[src/hw/rtl/fno_pkg.sv]
// fno_pkg: shared widths, constants and types for the frequency-to-note unit.
// No dependencies; the interfaces and every RTL module import it.
`default_nettype none

package fno_pkg;

  // Payload widths
  localparam int unsigned FREQ_W  = 20;
  localparam int unsigned REF_W   = 18;
  localparam int unsigned NOTE_W  = 4;
  localparam int unsigned OCT_W   = 5;

  // log2 datapath
  localparam int unsigned LOG_FRAC_BITS_DEF = 16;
  localparam int unsigned EXP_W   = $clog2(FREQ_W);
  localparam int unsigned MANT_W  = 31;            // Q1.30 mantissa

  // Reference register
  localparam logic [REF_W-1:0] REF_RESET = REF_W'(112640);   // 440 Hz in Q10.8

  // APB port
  localparam int unsigned APB_DW  = 32;
  localparam int unsigned APB_AW  = 3;

  typedef enum logic {
    REG_REFERENCE_FREQ = 1'b0
  } reg_idx_t;

  // Musical constants
  localparam int unsigned SEMIS    = 12;
  localparam int unsigned A_INDEX  = 9;
  localparam int          A_OCTAVE = 4;
  localparam int          OCT_MAX  = 15;
  localparam int          OCT_MIN  = -16;

  // Semitone distance never exceeds 12 per bit of input width
  localparam int unsigned IDX_OFF  = SEMIS * FREQ_W;              // multiple of 12
  localparam int unsigned NMAG_W   = $clog2(IDX_OFF + 1);
  localparam int unsigned U_W      = $clog2(A_INDEX + 2 * IDX_OFF + 1);

  // floor(u/12) as (u*683) >> 13, exact for u below 512
  localparam int unsigned RECIP    = 683;
  localparam int unsigned RECIP_W  = 10;
  localparam int unsigned RECIP_SH = 13;
  localparam int unsigned PROD_W   = U_W + RECIP_W;
  localparam int unsigned Q_W      = PROD_W - RECIP_SH;

  // Per-stage control travelling with the data
  typedef struct packed {
    logic valid;
    logic zero;
  } ctl_t;

endpackage

`default_nettype wire

[src/hw/rtl/fno_note_pipe.sv]
// fno_note_pipe: log difference to semitones, rounding, then note and octave.
// Four register stages, the last one is the output register. Depends on fno_pkg.
`default_nettype none

module fno_note_pipe #(
  parameter int unsigned LOG_FRAC_BITS = fno_pkg::LOG_FRAC_BITS_DEF
) (
  input  logic                                      clk,
  input  logic                                      rst_n,
  input  logic                                      en,
  input  fno_pkg::ctl_t                             ctl_i,
  input  logic [fno_pkg::EXP_W+LOG_FRAC_BITS-1:0]   la_i,
  input  logic [fno_pkg::EXP_W+LOG_FRAC_BITS-1:0]   lb_i,
  output logic                                      valid_o,
  output logic [fno_pkg::NOTE_W-1:0]                note_o,
  output logic signed [fno_pkg::OCT_W-1:0]          octave_o,
  output logic                                      valid_res_o
);
  import fno_pkg::*;

  localparam int unsigned F     = LOG_FRAC_BITS;
  localparam int unsigned ACC_W = EXP_W + F;
  localparam int unsigned D_W   = ACC_W + 1;
  localparam int unsigned S_W   = ACC_W + 5;
  localparam int unsigned OW_W  = Q_W + 2;

  ctl_t                    c1_r, c2_r, c3_r;
  logic signed [D_W-1:0]   diff_r;
  logic                    neg_r;
  logic [S_W-1:0]          mag_r;
  logic [U_W-1:0]          u_r;
  logic                    out_vld_r;
  logic [NOTE_W-1:0]       note_r;
  logic signed [OCT_W-1:0] oct_r;
  logic                    vres_r;

  logic signed [D_W-1:0]   diff_nxt;
  logic signed [S_W-1:0]   s_w;
  logic                    neg_nxt;
  logic [S_W-1:0]          mag_nxt;
  logic [S_W-1:0]          rnd_w;
  logic [NMAG_W-1:0]       n_w;
  logic [U_W-1:0]          u_nxt;
  logic [PROD_W-1:0]       prod_w;
  logic [Q_W-1:0]          q_w;
  logic [U_W-1:0]          rem_w;
  logic signed [OW_W-1:0]  oct_w;
  logic [NOTE_W-1:0]       note_nxt;
  logic signed [OCT_W-1:0] oct_nxt;

  // Stage 1: log difference
  assign diff_nxt = $signed({1'b0, la_i}) - $signed({1'b0, lb_i});

  // Stage 2: times twelve, split into sign and magnitude
  assign s_w     = (S_W'(diff_r) <<< 3) + (S_W'(diff_r) <<< 2);
  assign neg_nxt = s_w[S_W-1];
  assign mag_nxt = neg_nxt ? S_W'(-s_w) : S_W'(s_w);

  // Stage 3: round half away from zero, bias the index to stay positive
  assign rnd_w = mag_r + (S_W'(1) << (F - 1));
  assign n_w   = rnd_w[F +: NMAG_W];
  assign u_nxt = neg_r ? U_W'(A_INDEX + IDX_OFF) - U_W'(n_w)
                       : U_W'(A_INDEX + IDX_OFF) + U_W'(n_w);

  // Stage 4: divide by twelve through the reciprocal, saturate the octave
  assign prod_w = PROD_W'(u_r) * PROD_W'(RECIP);
  assign q_w    = prod_w[PROD_W-1:RECIP_SH];
  assign rem_w  = u_r - (U_W'(q_w) << 3) - (U_W'(q_w) << 2);
  assign oct_w  = $signed({2'b00, q_w}) + OW_W'(A_OCTAVE - int'(FREQ_W));

  always_comb begin
    note_nxt = rem_w[NOTE_W-1:0];
    priority if (oct_w > OW_W'(OCT_MAX)) begin
      oct_nxt = OCT_W'(OCT_MAX);
    end else if (oct_w < OW_W'(OCT_MIN)) begin
      oct_nxt = OCT_W'(OCT_MIN);
    end else begin
      oct_nxt = oct_w[OCT_W-1:0];
    end
    // zero frequency gives an all-zero result
    if (c3_r.zero) begin
      note_nxt = '0;
      oct_nxt  = '0;
    end
  end

  // Control: advance on enable
  always_ff @(posedge clk) begin
    if (!rst_n) begin
      c1_r      <= '0;
      c2_r      <= '0;
      c3_r      <= '0;
      out_vld_r <= 1'b0;
    end else if (en) begin
      c1_r      <= ctl_i;
      c2_r      <= c1_r;
      c3_r      <= c2_r;
      out_vld_r <= c3_r.valid;
    end
  end

  // Payload: advance on enable
  always_ff @(posedge clk) begin
    if (en) begin
      diff_r <= diff_nxt;
      neg_r  <= neg_nxt;
      mag_r  <= mag_nxt;
      u_r    <= u_nxt;
      note_r <= note_nxt;
      oct_r  <= oct_nxt;
      vres_r <= ~c3_r.zero;
    end
  end

  assign valid_o     = out_vld_r;
  assign note_o      = note_r;
  assign octave_o    = oct_r;
  assign valid_res_o = vres_r;

endmodule

`default_nettype wire

[config.mk]
export PLATFORM = sky130hd
export DESIGN_NAME = fno_note_pipe
export DESIGN_NICKNAME = d
export VERILOG_FILES = /design/src/hw/rtl/fno_pkg.sv /design/src/hw/rtl/fno_note_pipe.sv
export SDC_FILE = /design/constraint.sdc
export NUM_CORES = 1
export LEC_CHECK = 0
export BUFFER_PORTS_ARGS = -buffer_cell sky130_fd_sc_hd__buf_4
export CAP_MARGIN = 20
export CORE_MARGIN = 3
export CORE_UTILIZATION = 65
export DETAILED_ROUTE_END_ITERATION = 7
export HOLD_SLACK_MARGIN = 0.05
export PLACE_DENSITY_LB_ADDON = 0.15
export SYNTH_ARGS = -nofsm -noshare
export SYNTH_HDL_FRONTEND = slang
export SYNTH_SLANG_ARGS = --single-unit
[constraint.sdc]
create_clock -name clk -period 9.5 [get_ports clk]
set_clock_uncertainty 0.05 [all_clocks]
set_input_delay 0.95 -clock clk [delete_from_list [all_inputs] [get_ports clk]]
set_output_delay 0.95 -clock clk [all_outputs]
set_load 0.01 [all_outputs]
# Word level (Yosys, flattened, before mapping)
# Index checks and enable logic that the tools add are counted.
[totals]
register_bits = 73
latchBits = 0
mem_bits_rw = 0
romBits = 0
in_bits = 47
output_inout_bits = 11
elab_cells = 33
mem_count = 0
[classes]
n_addsub = 9
mul = 1
div = 0
n_lt_le_gt_ge = 2
eq_ne = 0
shift = 0
n_mux = 4
bitwise_logic = 1
reduce_logical = 1
[op_table]
columns = ["operator", "n"]
rows = [
  ["25-bit by 24-bit adder with 26-bit output", 1],
  ["24-bit by 16-bit adder with 24-bit output, second input constant", 1],
  ["24-bit 2-to-1 mux", 1],
  ["24-bit negator", 1],
  ["21-bit by 21-bit subtractor with 22-bit output", 1],
  ["9-bit by 10-bit multiplier with 19-bit output, second input constant", 1],
  ["8-bit by 8-bit adder with 9-bit output, first input constant", 1],
  ["9-bit 2-to-1 mux", 1],
  ["8-bit by 8-bit subtractor with 9-bit output, first input constant", 1],
  ["7-bit by 5-bit adder with 8-bit output, second input constant", 1],
  ["8-bit by 5-bit > comparator with 1-bit output, second input constant", 1],
  ["8-bit by 5-bit less-than comparator with 1-bit output, second input constant", 1],
  ["4-bit subtractor", 2],
  ["5-bit 2-to-1 mux", 1],
  ["4-bit 2-to-1 mux", 1],
  ["2-bit OR reduction", 1],
  ["1-bit inverter", 1],
]

# Depth between registers and ports, before layout
[depth]
depth_word = 5
ltp_mapped = 18
depth_no_buf = 18

# Least setup slack after synthesis
# No wires, ideal clock.
[synth_timing]
path_type = "register -> register"
start = "register u_r[3]"
end = "register oct_r[0] (netlist: octave_o[0]), data pin"
setup_ps = 270
arrival_time_ps = 3988
required_time_ps = 9180
path_slack_ps = 5192
stages_incl_launch_ff = 15
path_cell_list = "edfxtp_1 > ha_1 > inv_1 > fa_1 > fa_1 > fa_1 > inv_1 > ha_1 > and3_1 > and3_1 > a211oi_1 > o31ai_1 > a21oi_1 > xor2_1 > a21oi_1"
[synth_between]
elab_chain_cells = 5
[synth_rtl]
columns = ["element", "line_no", "source"]
rows = [
  ["start, declared", "fno_note_pipe.sv:31", "logic [U_W-1:0] u_r;"],
  ["start signal, assigned", "fno_note_pipe.sv:108", "u_r <= u_nxt;"],
  ["9-bit by 10-bit multiplier with 19-bit output (*)", "fno_note_pipe.sv:66", "assign prod_w = PROD_W'(u_r) * PROD_W'(RECIP);"],
  ["7-bit by 5-bit adder with 8-bit output (*)", "fno_note_pipe.sv:69", "assign oct_w = $signed({2'b00, q_w}) + OW_W'(A_OCTAVE - int'(FREQ_W));"],
  ["8-bit by 5-bit less-than comparator with 1-bit output", "fno_note_pipe.sv:75", "end else if (oct_w < OW_W'(OCT_MIN)) begin"],
  ["5-bit 2-to-1 mux", "fno_note_pipe.sv:75", ""],
  ["4-bit 2-to-1 mux (*)", "fno_note_pipe.sv:73", "priority if (oct_w > OW_W'(OCT_MAX)) begin"],
  ["end signal, assigned", "fno_note_pipe.sv:110", "oct_r <= oct_nxt;"],
  ["end, declared", "fno_note_pipe.sv:34", "logic signed [OCT_W-1:0] oct_r;"],
]
# Every way passes the cells marked *; elsewhere a longest branch is shown, timed or not.
# A chain may end at the register's enable or synchronous reset.

# Worst setup path in the final report
[layout_timing]
start = "register u_r[3]"
end = "register oct_r[1] (netlist: octave_o[1]), data pin"
# Same word-level chain as after synthesis.

==> results.json <==
{
  "status": "complete, no violations",
  "ys_seq_elements": 58,
  "rsz0062_at_grt": "no",
  "timing.fmax_mhz": 208.4,
  "critPathLaunchType": "register",
  "period_minus_slack_ns": 4.799,
  "post-route-period-util": 0.5051,
  "cp_max_fo": 4,
  "grt_use_total": 0.2351,
  "antenna_found_initial": 0,
  "maxCapViolations": 0,
  "hold_violations": 0,
  "avgSynthCellArea_um2": 9.275,
  "drc": 0,
  "cts_hold_buf": 0,
  "slew-limit-headroom": 0.5039,
  "die_area_um2": 10740,
  "drtAntennaViolNets": 0,
  "synth_xor_area_frac": 0.07007,
  "numClockSinks": 58,
  "synth_flop_cell": "edfxtp_1",
  "synthMuxAreaShare": 0.01777,
  "finalSetupViolations": 0,
  "numCtsBuffers": 9,
  "yosysSeqAreaShare": 0.2698,
  "crit_family": "adder cells",
  "grt_max_degree": 59,
  "die_h_um": 103.6,
  "num_rows": 34,
  "synth_compound_area_frac": 0.1747,
  "avgRoutedWirePerCell_um": 14.31,
  "synth-edff-count": 51,
  "area_growth_pct": 12.42,
  "dp.final_hpwl_mm": 9.848,
  "cp.required_ns": 9.53,
  "h-tree-depth": 3,
  "antenna_cells": 0,
  "synth-simple-area-share": 0.1405,
  "wirelength_mm": 12.27,
  "ios": 58,
  "drv_slew": 0,
  "synth_cell_type_count": 70,
  "post-cts-setup-buffers": 0,
  "first_pass_iters": 4,
  "drtIter0Drc": 228,
  "ys_warn_count": 0,
  "yosysMostFrequentCell": "inv_1",
  "crit_slowest_cell": "fa_1",
  "crit_chain": "ha_1 > inv_1 > fa_1 > fa_1 > fa_1 > inv_1 > ha_1 > a21o_1 > a21oi_1 > o21ai_0 > a211oi_1 > o31ai_1 > a21oi_1 > xor2_1 > a21oi_1",
  "cts_resized": 0,
  "syn_inst": 668,
  "grt_pass1_wl_mm": 21.32,
  "path_clk_slew_ns": 0.07,
  "coreArea_um2": 8976,
  "yosys.area.top_type": "edfxtp_1",
  "routabilityCongestion": 0.9454,
  "cp-end-kind": "register",
  "grt_pass1_vias": 5021,
  "synth_commonest_cells": "inv_1 (106), ha_1 (91), edfxtp_1 (51)",
  "hold_path_class": "register to register",
  "final_nets": 886,
  "critical_path_class": "register to register",
  "fillers": 604,
  "syn_nets": 828,
  "slowest_delay_ns": 0.51,
  "syn_area_um2": 6196,
  "cts_root_buf": "clkbuf_8",
  "die_w_um": 103.6,
  "crit_arrival_ns": 4.82,
  "drive_above_1_share": 0.1245,
  "synth_adder_area_share": 0.2548,
  "synth_area_leaders": "edfxtp_1 (25%), ha_1 (18%), fa_1 (7.1%), inv_1 (6.4%), xnor2_1 (4.2%)",
  "tightest_slew_ns": 0.7442,
  "synth_top_family_by_area": "adder cells",
  "avgViaCountPerCell": 5.777,
  "cts_tree": "yes",
  "synth.top_cell.area_share": 0.2472,
  "start_util": 0.6903,
  "setup_tns_ns": 0,
  "port_buffers": 57,
  "clk_latency_ns": 0.34,
  "gr-total-overflow": 0,
  "critPathBufInv": 2,
  "num_vias": 4951,
  "synth-async-reset-ratio": 0,
  "clockBufferDepth": 2
}
cell type report:
class | instances | area [um2] | share of cell area
multi-input combinational | 494 | 4076 | 0.5852
sequential | 58 | 1672 | 0.2400
timing repair buffer | 57 | 427.9 | 0.06143
inverter | 106 | 397.9 | 0.05712
clock buffer | 12 | 198.9 | 0.02856
tap | 126 | 157.7 | 0.02263
clock inverter | 4 | 35.03 | 0.005030
per-layer routing:
metal / GRT usage / up-vias / routed length (um)
met5: 0 / - / 0
met4: 0.1083 / 0 / 499
met3: 0.03669 / 42 / 438
met2: 0.4439 / 133 / 6415
met1: 0.2571 / 2283 / 4912
li1: - / 2493 / -
flip-flops by register name (all words and copies together), names as in the netlist:
name         flops
diff_r          22
mag_r            9
u_r              9
octave_o         5
note_o           4
c1_r             2
c2_r             2
c3_r             2
neg_r            1
valid_o          1
valid_res_o      1
cell usage in the layout, fill, tap and decap left out, types with 4 or more instances in the layout:
cell type / n
a21oi_1: 41
ha_1: 91
buf_4: 57
a21o_1: 7
clkbuf_8: 9
a2111oi_0: 4
nand2_1: 26
or3_1: 7
dfxtp_1: 7
xor2_1: 17
a31oi_1: 6
o31ai_1: 7
fa_1: 22
nand2b_1: 6
o21ai_0: 32
nor3_1: 12
mux2i_1: 11
nand4_1: 5
nor2b_1: 14
o21a_1: 6
o21ai_1: 6
xnor2_1: 30
inv_1: 106
nor2_1: 47
o211ai_1: 4
a211oi_1: 7
and3_1: 6
nand3_1: 18
edfxtp_1: 51
per-stage QoR:
stage,hold WS (ns),cell area (um2),util,worst slack [ns],cells
floorplan,0.3777,6196,-,5.192,668
global placement,0.4477,6731,0.7499,5.004,841
detailed placement,0.4604,6731,0.7499,4.751,841
CTS,0.4820,6965,0.7760,4.749,857
global route,0.5013,6965,0.7760,4.419,857
finish,0.4753,6965,0.7760,4.701,857
cell families (layout without fill, tap and decap cells):
family	count (synthesis)	count (layout)
and+or+nand+nor	165	165
DFF	58	58
xor gates and xnor gates	48	48
adders and majority gates	113	113
muxes	11	11
buffers and inverters	116	179
AOI/OAI and AO/OA	157	157
worst reg2reg max path, cell delays in order, from the launching register on:
cell	delay (ns)
edfxtp_1	0.48
ha_1	0.35
inv_1	0.12
fa_1	0.47
fa_1	0.46
fa_1	0.51
inv_1	0.04
ha_1	0.32
a21o_1	0.18
a21oi_1	0.17
o21ai_0	0.12
a211oi_1	0.41
o31ai_1	0.21
a21oi_1	0.25
xor2_1	0.29
a21oi_1	0.11
path summary, 6_finish.rpt:
| path | start | endpoint | slack [ns] | depth (start not counted) |
|---|---|---|---|---|
| worst max-delay path | u_r[3] | octave_o[1] | 4.70 | 15 |
| worst max register to register | u_r[3] | octave_o[1] | 4.70 | 15 |
| worst min-delay path | c1_r[1] | c2_r[1] | 0.48 | 2 |
| worst min register to register | c1_r[1] | c2_r[1] | 0.48 | 2 |
Power is left out: the tool's default activity adds up to more than one toggle a clock period on the data nets, which glitch-free logic cannot reach.
